### config.mk
export PLATFORM = sky130hd
export DESIGN_NAME = cdb_ctrl
export DESIGN_NICKNAME = d
export VERILOG_FILES = /design/src/rtl/cdb_pkg.sv /design/src/rtl/cdb_ctrl.sv
export SDC_FILE = /design/constraint.sdc
export NUM_CORES = 1
export LEC_CHECK = 0
export BUFFER_PORTS_ARGS = -buffer_cell sky130_fd_sc_hd__buf_2
export CORE_AREA = 2 2 39 41
export CTS_CLUSTER_DIAMETER = 120
export DETAILED_ROUTE_END_ITERATION = 12
export DIE_AREA = 0 0 41 43
export SLEW_MARGIN = 20
export SYNTH_ARGS = -nofsm -noshare
export SYNTH_HDL_FRONTEND = slang
export SYNTH_SLANG_ARGS = --single-unit
### constraint.sdc
create_clock -name clk -period 1.2 [get_ports clk]
set_input_delay 0.24 -clock clk [delete_from_list [all_inputs] [get_ports clk]]
set_output_delay 0.24 -clock clk [all_outputs]
set_load 0.01 [all_outputs]
### src/rtl/cdb_pkg.sv
// ----------------------------------------------------------------------------
// cdb_pkg
// Types and constants shared by the common-data-bus writeback block.
// ----------------------------------------------------------------------------
package cdb_pkg;

    localparam int NUM_ENTRIES_DEF = 16;
    localparam int DATA_WIDTH_DEF  = 64;
    localparam int ROB_DEPTH       = 32;

    localparam int CMD_W   = 2;
    localparam int STN_W   = 4;
    localparam int AGE_W   = 32;
    localparam int DTAG_W  = 5;
    localparam int TAG_W   = 6;
    localparam int VAL_W   = 64;
    localparam int EXC_W   = 3;

    localparam logic [TAG_W-1:0] TAG_NONE = TAG_W'(ROB_DEPTH);
    localparam logic [EXC_W-1:0] EXC_CLEAN = '0;

    typedef enum logic [CMD_W-1:0] {
        CMD_ISSUE     = 2'd0,
        CMD_FINISH    = 2'd1,
        CMD_WRITEBACK = 2'd2,
        CMD_READ      = 2'd3
    } cmd_t;

    typedef enum logic [1:0] {
        ST_IDLE,
        ST_SEL_GROUP,
        ST_SEL_FINAL,
        ST_COMMIT
    } state_t;

    typedef struct packed {
        logic [CMD_W-1:0]  command;
        logic [STN_W-1:0]  station;
        logic [AGE_W-1:0]  age;
        logic [DTAG_W-1:0] dest_tag;
        logic [TAG_W-1:0]  src1_tag_in;
        logic [VAL_W-1:0]  src1_value_in;
        logic [TAG_W-1:0]  src2_tag_in;
        logic [VAL_W-1:0]  src2_value_in;
        logic [VAL_W-1:0]  result_in;
        logic [EXC_W-1:0]  exception_in;
    } req_t;

    typedef struct packed {
        logic              broadcast_valid;
        logic [DTAG_W-1:0] broadcast_tag;
        logic [VAL_W-1:0]  broadcast_value;
        logic [EXC_W-1:0]  broadcast_exception;
        logic              read_busy;
        logic [TAG_W-1:0]  read_src1_tag;
        logic [VAL_W-1:0]  read_src1_value;
        logic [TAG_W-1:0]  read_src2_tag;
        logic [VAL_W-1:0]  read_src2_value;
    } rsp_t;

    // controller -> datapath
    typedef struct packed {
        logic load_req;
        logic sel_group;
        logic sel_final;
        logic commit;
    } ctrl_t;

    // datapath -> controller
    typedef struct packed {
        logic new_is_wb;
        logic out_free;
    } status_t;

    // tags outside the reorder buffer mean "value present"
    function automatic logic [TAG_W-1:0] norm_tag(input logic [TAG_W-1:0] t);
        norm_tag = (t < TAG_NONE) ? t : TAG_NONE;
    endfunction

endpackage

### src/rtl/cdb_ctrl.sv
// ----------------------------------------------------------------------------
// cdb_ctrl
// Sequencer: accepts one request, runs the two-step oldest-entry select for
// writebacks, then commits once the response register is free.
// ----------------------------------------------------------------------------
module cdb_ctrl (
    input  logic             clk,
    input  logic             rst_n,
    input  logic             req_valid,
    output logic             req_ready,
    input  cdb_pkg::status_t status,
    output cdb_pkg::ctrl_t   cmd
);
    import cdb_pkg::*;

    state_t state_reg;
    state_t state_next;

    always_ff @(posedge clk or negedge rst_n)
    begin
        if (!rst_n)
        begin
            state_reg <= ST_IDLE;
        end
        else
        begin
            state_reg <= state_next;
        end
    end

    always_comb
    begin
        state_next = state_reg;
        case (state_reg)
            ST_IDLE:
            begin
                if (req_valid)
                begin
                    state_next = status.new_is_wb ? ST_SEL_GROUP : ST_COMMIT;
                end
            end
            ST_SEL_GROUP: state_next = ST_SEL_FINAL;
            ST_SEL_FINAL: state_next = ST_COMMIT;
            ST_COMMIT:
            begin
                if (status.out_free)
                begin
                    state_next = ST_IDLE;
                end
            end
            default: state_next = ST_IDLE;
        endcase
    end

    always_comb
    begin
        req_ready     = 1'b0;
        cmd           = '0;
        case (state_reg)
            ST_IDLE:
            begin
                req_ready    = 1'b1;
                cmd.load_req = req_valid;
            end
            ST_SEL_GROUP: cmd.sel_group = 1'b1;
            ST_SEL_FINAL: cmd.sel_final = 1'b1;
            ST_COMMIT:    cmd.commit    = status.out_free;
            default:
            begin
                req_ready = 1'b0;
            end
        endcase
    end

`ifndef SYNTH
    a_commit_needs_room: assert property (@(posedge clk) disable iff (!rst_n)
        cmd.commit |-> status.out_free)
        else $error("commit while response register is occupied");

    a_one_command: assert property (@(posedge clk) disable iff (!rst_n)
        $onehot0({cmd.load_req, cmd.sel_group, cmd.sel_final, cmd.commit}))
        else $error("more than one datapath command");

    a_select_order: assert property (@(posedge clk) disable iff (!rst_n)
        (state_reg == ST_SEL_GROUP) |=> (state_reg == ST_SEL_FINAL))
        else $error("select steps out of order");
`endif

endmodule

## Word level (Yosys, flattened, before mapping)

Index checks and enable logic that the tools add are counted.

- Word-level logic and storage cells: 17
- Input bits: 5
- Register bits: 2
- Output and inout port bits: 5

- Equality and inequality tests: 5
- Reduce and logical (&&, ||, !) cells: 2
- Mux-type cells: 9

Operators by type and width:

| cell | number |
|---|---|
| 2-bit one-hot mux with 4 select lines | 1 |
| 2-bit 2-to-1 mux | 3 |
| 1-bit 2-to-1 mux | 5 |
| 2-bit equality test (second input constant) | 2 |
| 2-bit != test (second input constant) | 2 |
| 2-bit by 1-bit equality test with 1-bit output (second input constant) | 1 |
| 2-bit zero test | 1 |
| 2-bit AND reduction | 1 |

## Longest topological paths before layout

- Depth in word-level cells: 3
- Mapped depth: 4
- Depth with buffers taken out: 4

## Worst setup path after synthesis

OpenSTA, ideal clock, no wires.

- Path kind: register -> register
- Start point: register state_reg[0]
- End point: register state_reg[0]
- Path buffers: 0
- Arrival: 1050 ps
- Period minus slack after synthesis: 1176 ps
- Required time: 1074 ps
- Setup slack: 24 ps
- Cell stages (with the launch flop): 4
- Library setup time: 126 ps
- Path through: dfrtp_1 > inv_1 > ha_1 > o32a_1

- Word-level cells in the longest chain between the ends: 3
- Elaborated cells on any way between the ends: 8
- Classes of those cells: 5 x eq/ne; 1 x mux; 2 x reduce/logical

RTL lines:

| what | RTL line | RTL |
|---|---|---|
| start, declared | cdb_ctrl.sv:16 | `state_t state_reg;` |
| start signal, assigned | cdb_ctrl.sv:27 | `state_reg <= state_next;` |
| 2-bit equality test / 2-bit zero test (equally long branches) | cdb_ctrl.sv:34 | `case (state_reg)` |
| 2-bit != test (no source line) | -- |  |
| 2-bit AND reduction (no source line) | -- |  |

Parallel ways exist; a longest one is shown, timed or not.
A chain may end at the register's enable or synchronous reset.

==> flow_summary.yaml <==
floorplanning:
  die_outline_height_um: 43
  core-area_um2: 1380
  pin_count: 10
  horizontal_die_dimension_um: 41
  initial_utilization_pct: 12.9
  area_enclosed_by_the_die_boundary_um2: 1760
  std_cell_rows: 14
logic_synthesis:
  netlist-cell-type-count: 11
  synthesis.area_per_instance_um2: 9.42
  synth_area_leader: "sky130_fd_sc_hd__dfrtp_1"
  post_synth_design_cell_area_um2: 179
  synthesis.nets: 28
  synthesis.instances: 19
  ys.warnings.count: 0
  synth-seq-area-share_pct: 28.0
  synth.top_cell.area_share_pct: 28.0
  synth_seq_cells: 2
  synth_area_leaders: "sky130_fd_sc_hd__dfrtp_1, sky130_fd_sc_hd__ha_1, sky130_fd_sc_hd__and2_1"
finish:
  largest_reg_flops: 2
  diodes: 0
  finish.net_count: 49
  drive_above_1_share_pct: 71.1
  layout-area-overhead-vs-synth_pct: 121
  layout.cells.non_filler: 54
  final.fill_count: 160
setup_path:
  critical_path.startpoint_type: "flop"
  critPathArrivalTime_ns: 1.10
  timing.setup.critical_path_class: "reg2out"
  critical_path_required_ns: 0.96
  critPathMaxFanout: 4
  critical_path.endpoint_type: "primary output"
outcome:
  violations: "negative setup slack"
  run_status: "finished, violations left"
pwr:
  static-leakage-power_nw: 0.188
  ir_worst_vdd_v: 0.000566
  power_per_cell_area_nw_per_um2: 2680
drt:
  dr_wl_met2_um: 299
  drt.antenna.violating_nets: 0
  wirelength_met1_um: 156
  routed-via-count: 207
  vias_per_cell: 3.83
  wl_per_cell_um: 9.26
  drt_first_pass_iters: 1
  routed_wl_um: 500
  top_signal_layer_used: "met3"
  dr_wl_met3_um: 43
  first_iter_violations: 0
  drc_violations: 0
sta:
  grt_setup_unrepaired: "yes"
  timing.final.hold_violations: 0
  final.setup_skew_ns: 0.00237
  tightest_slew_ns: 0.175
  fin_max_slew_vios: 0
  final.min_clock_period_ns: 1.34
  final_critical_path_setup_slack_ns: -0.143
  setup_violations: 7
  maxClockFrequency_mhz: 745
  min_period_over_period_pct: 112
  slew-limit-headroom_pct: 88.3
  totalNegativeSetupSlack_ns: -0.724
  hold_ws_ns: 0.333
global_routing:
  grt_pass1_vias: 205
  grt_pass1_wl_um: 614
  grt_overflow_total: 0
  total_global_routing_track_utilization_pct: 5.82
  initial_antenna_violation_count: 0
  grt_start_max_net_pins: 5
placed_design:
  port_buffers: 9
  place_ws_ns: -0.0411
  dp_hpwl_um: 308
  gpl.final_weighted_congestion: 0.626
  place_inst: 47
clock_tree:
  clk_path_buf_depth: 2
  path_clk_slew_ns: 0.03
  worst_skew_late_latency_ns: 0.22
  tritoncts: "yes"
  cts_inserted_buffers: 3
  clock_tree.htree_level_count: 1
  cts.sinks: 2
  root_buffer_cell: "sky130_fd_sc_hd__clkbuf_4"
min_path:
  worst_hold_path_type: "in2async"
job:
  drv.max_cap_violation_count: 0
-- final timing paths --
kind	start	slack, ns	endpoint	depth (start not counted)
min in group clk	status[1]	0.36	state_reg[1]$_DFFE_PN0P_	4
worst min-delay path	rst_n	0.33	state_reg[0]$_DFFE_PN0P_	2
worst min register to register	state_reg[0]$_DFFE_PN0P_	0.59	state_reg[0]$_DFFE_PN0P_	1
worst max register to register	state_reg[1]$_DFFE_PN0P_	-0.06	state_reg[1]$_DFFE_PN0P_	5
max in group asynchronous	rst_n	0.77	state_reg[1]$_DFFE_PN0P_	2
worst max-delay path	state_reg[0]$_DFFE_PN0P_	-0.14	cmd[3]	4
-- kinds of logic (layout without fill, tap and decap cells) --
kind of cell             Yosys count  after routing  synth area share, %
buffers and inverters              3             22                 6.29
AND/OR/NAND/NOR                    5              5                 18.9
flip-flops                         2              2                 28.0
adder cells (fa/ha/maj)            4              4                 28.0
AO/OA/AOI/OAI                      5              5                 18.9
-- placed cells by master, fill, tap and decap left out, drive strengths merged --
| cell | Yosys | final |
|---|---|---|
| a21oi | 2 | 2 |
| and2 | 2 | 2 |
| buf | 0 | 15 |
| clkbuf | 0 | 3 |
| dfrtp | 2 | 2 |
| dlygate4sd3 | 0 | 1 |
| ha | 4 | 4 |
| inv | 3 | 3 |
| nand2 | 1 | 1 |
| nor2b | 1 | 1 |
| o22ai | 1 | 1 |
| o31ai | 1 | 1 |
| o32a | 1 | 1 |
| or3b | 1 | 1 |
-- power breakdown --
part | switching [W] | internal, W | leakage, nW
clock | 0.0000383 | 0.000110 | 0.0138
sequential | 0.0000437 | 0.000106 | 0.0231
combinational | 0.000296 | 0.000466 | 0.151
total | 0.000378 | 0.000682 | 0.188
-- through the flow --
step	instance area (um^2)	util (%)	total power [W]
final	395	28.6	0.00106
after global routing	395	28.6	0.00115
after CTS	373	26.9	0.000979
after detailed placement	267	19.3	0.000591
after global placement	267	19.3	0.000585
after floorplan	179	-	0.000405
-- critical path, cell delays in order (launching register included) --
cell	delay (ns)
sky130_fd_sc_hd__dfrtp_1	0.40
sky130_fd_sc_hd__inv_2	0.08
sky130_fd_sc_hd__ha_4	0.17
sky130_fd_sc_hd__and2_4	0.13
sky130_fd_sc_hd__buf_6	0.11
-- cell type report --
type                    count  area [um^2]  area share (%)
well taps                  16         20.0            5.06
inverters                   3         11.3            2.85
flip-flops and latches      2         50.0            12.7
multi-input cells          14          155            39.2
clock buffers               3         22.5            5.70
repair buffers             16          136            34.5
-- synth_stat cells --
cell and count:
sky130_fd_sc_hd__nand2_1 1, sky130_fd_sc_hd__or3b_1 1, sky130_fd_sc_hd__o31ai_1 1, sky130_fd_sc_hd__and2_1 2, sky130_fd_sc_hd__o32a_1 1, sky130_fd_sc_hd__o22ai_1 1
sky130_fd_sc_hd__a21oi_1 2, sky130_fd_sc_hd__nor2b_2 1, sky130_fd_sc_hd__inv_1 3, sky130_fd_sc_hd__ha_1 4, sky130_fd_sc_hd__dfrtp_1 2
-- layer usage --
metal	up-vias	track usage, %
li1	105	-
met1	95	2.25
met2	7	11.3
met3	0	1.57
met5	-	0
met4	0	8.00
-- repair_timing --
item                       in CTS  in global routing
setup endpoints to repair       7                  7
hold buffers                    1                  0
hold endpoints to repair        2                  0
resized for setup              12                  5
pin swaps                       4                  1
setup buffers                   3                  0
Note: power is estimated with default switching activity, not from simulation.
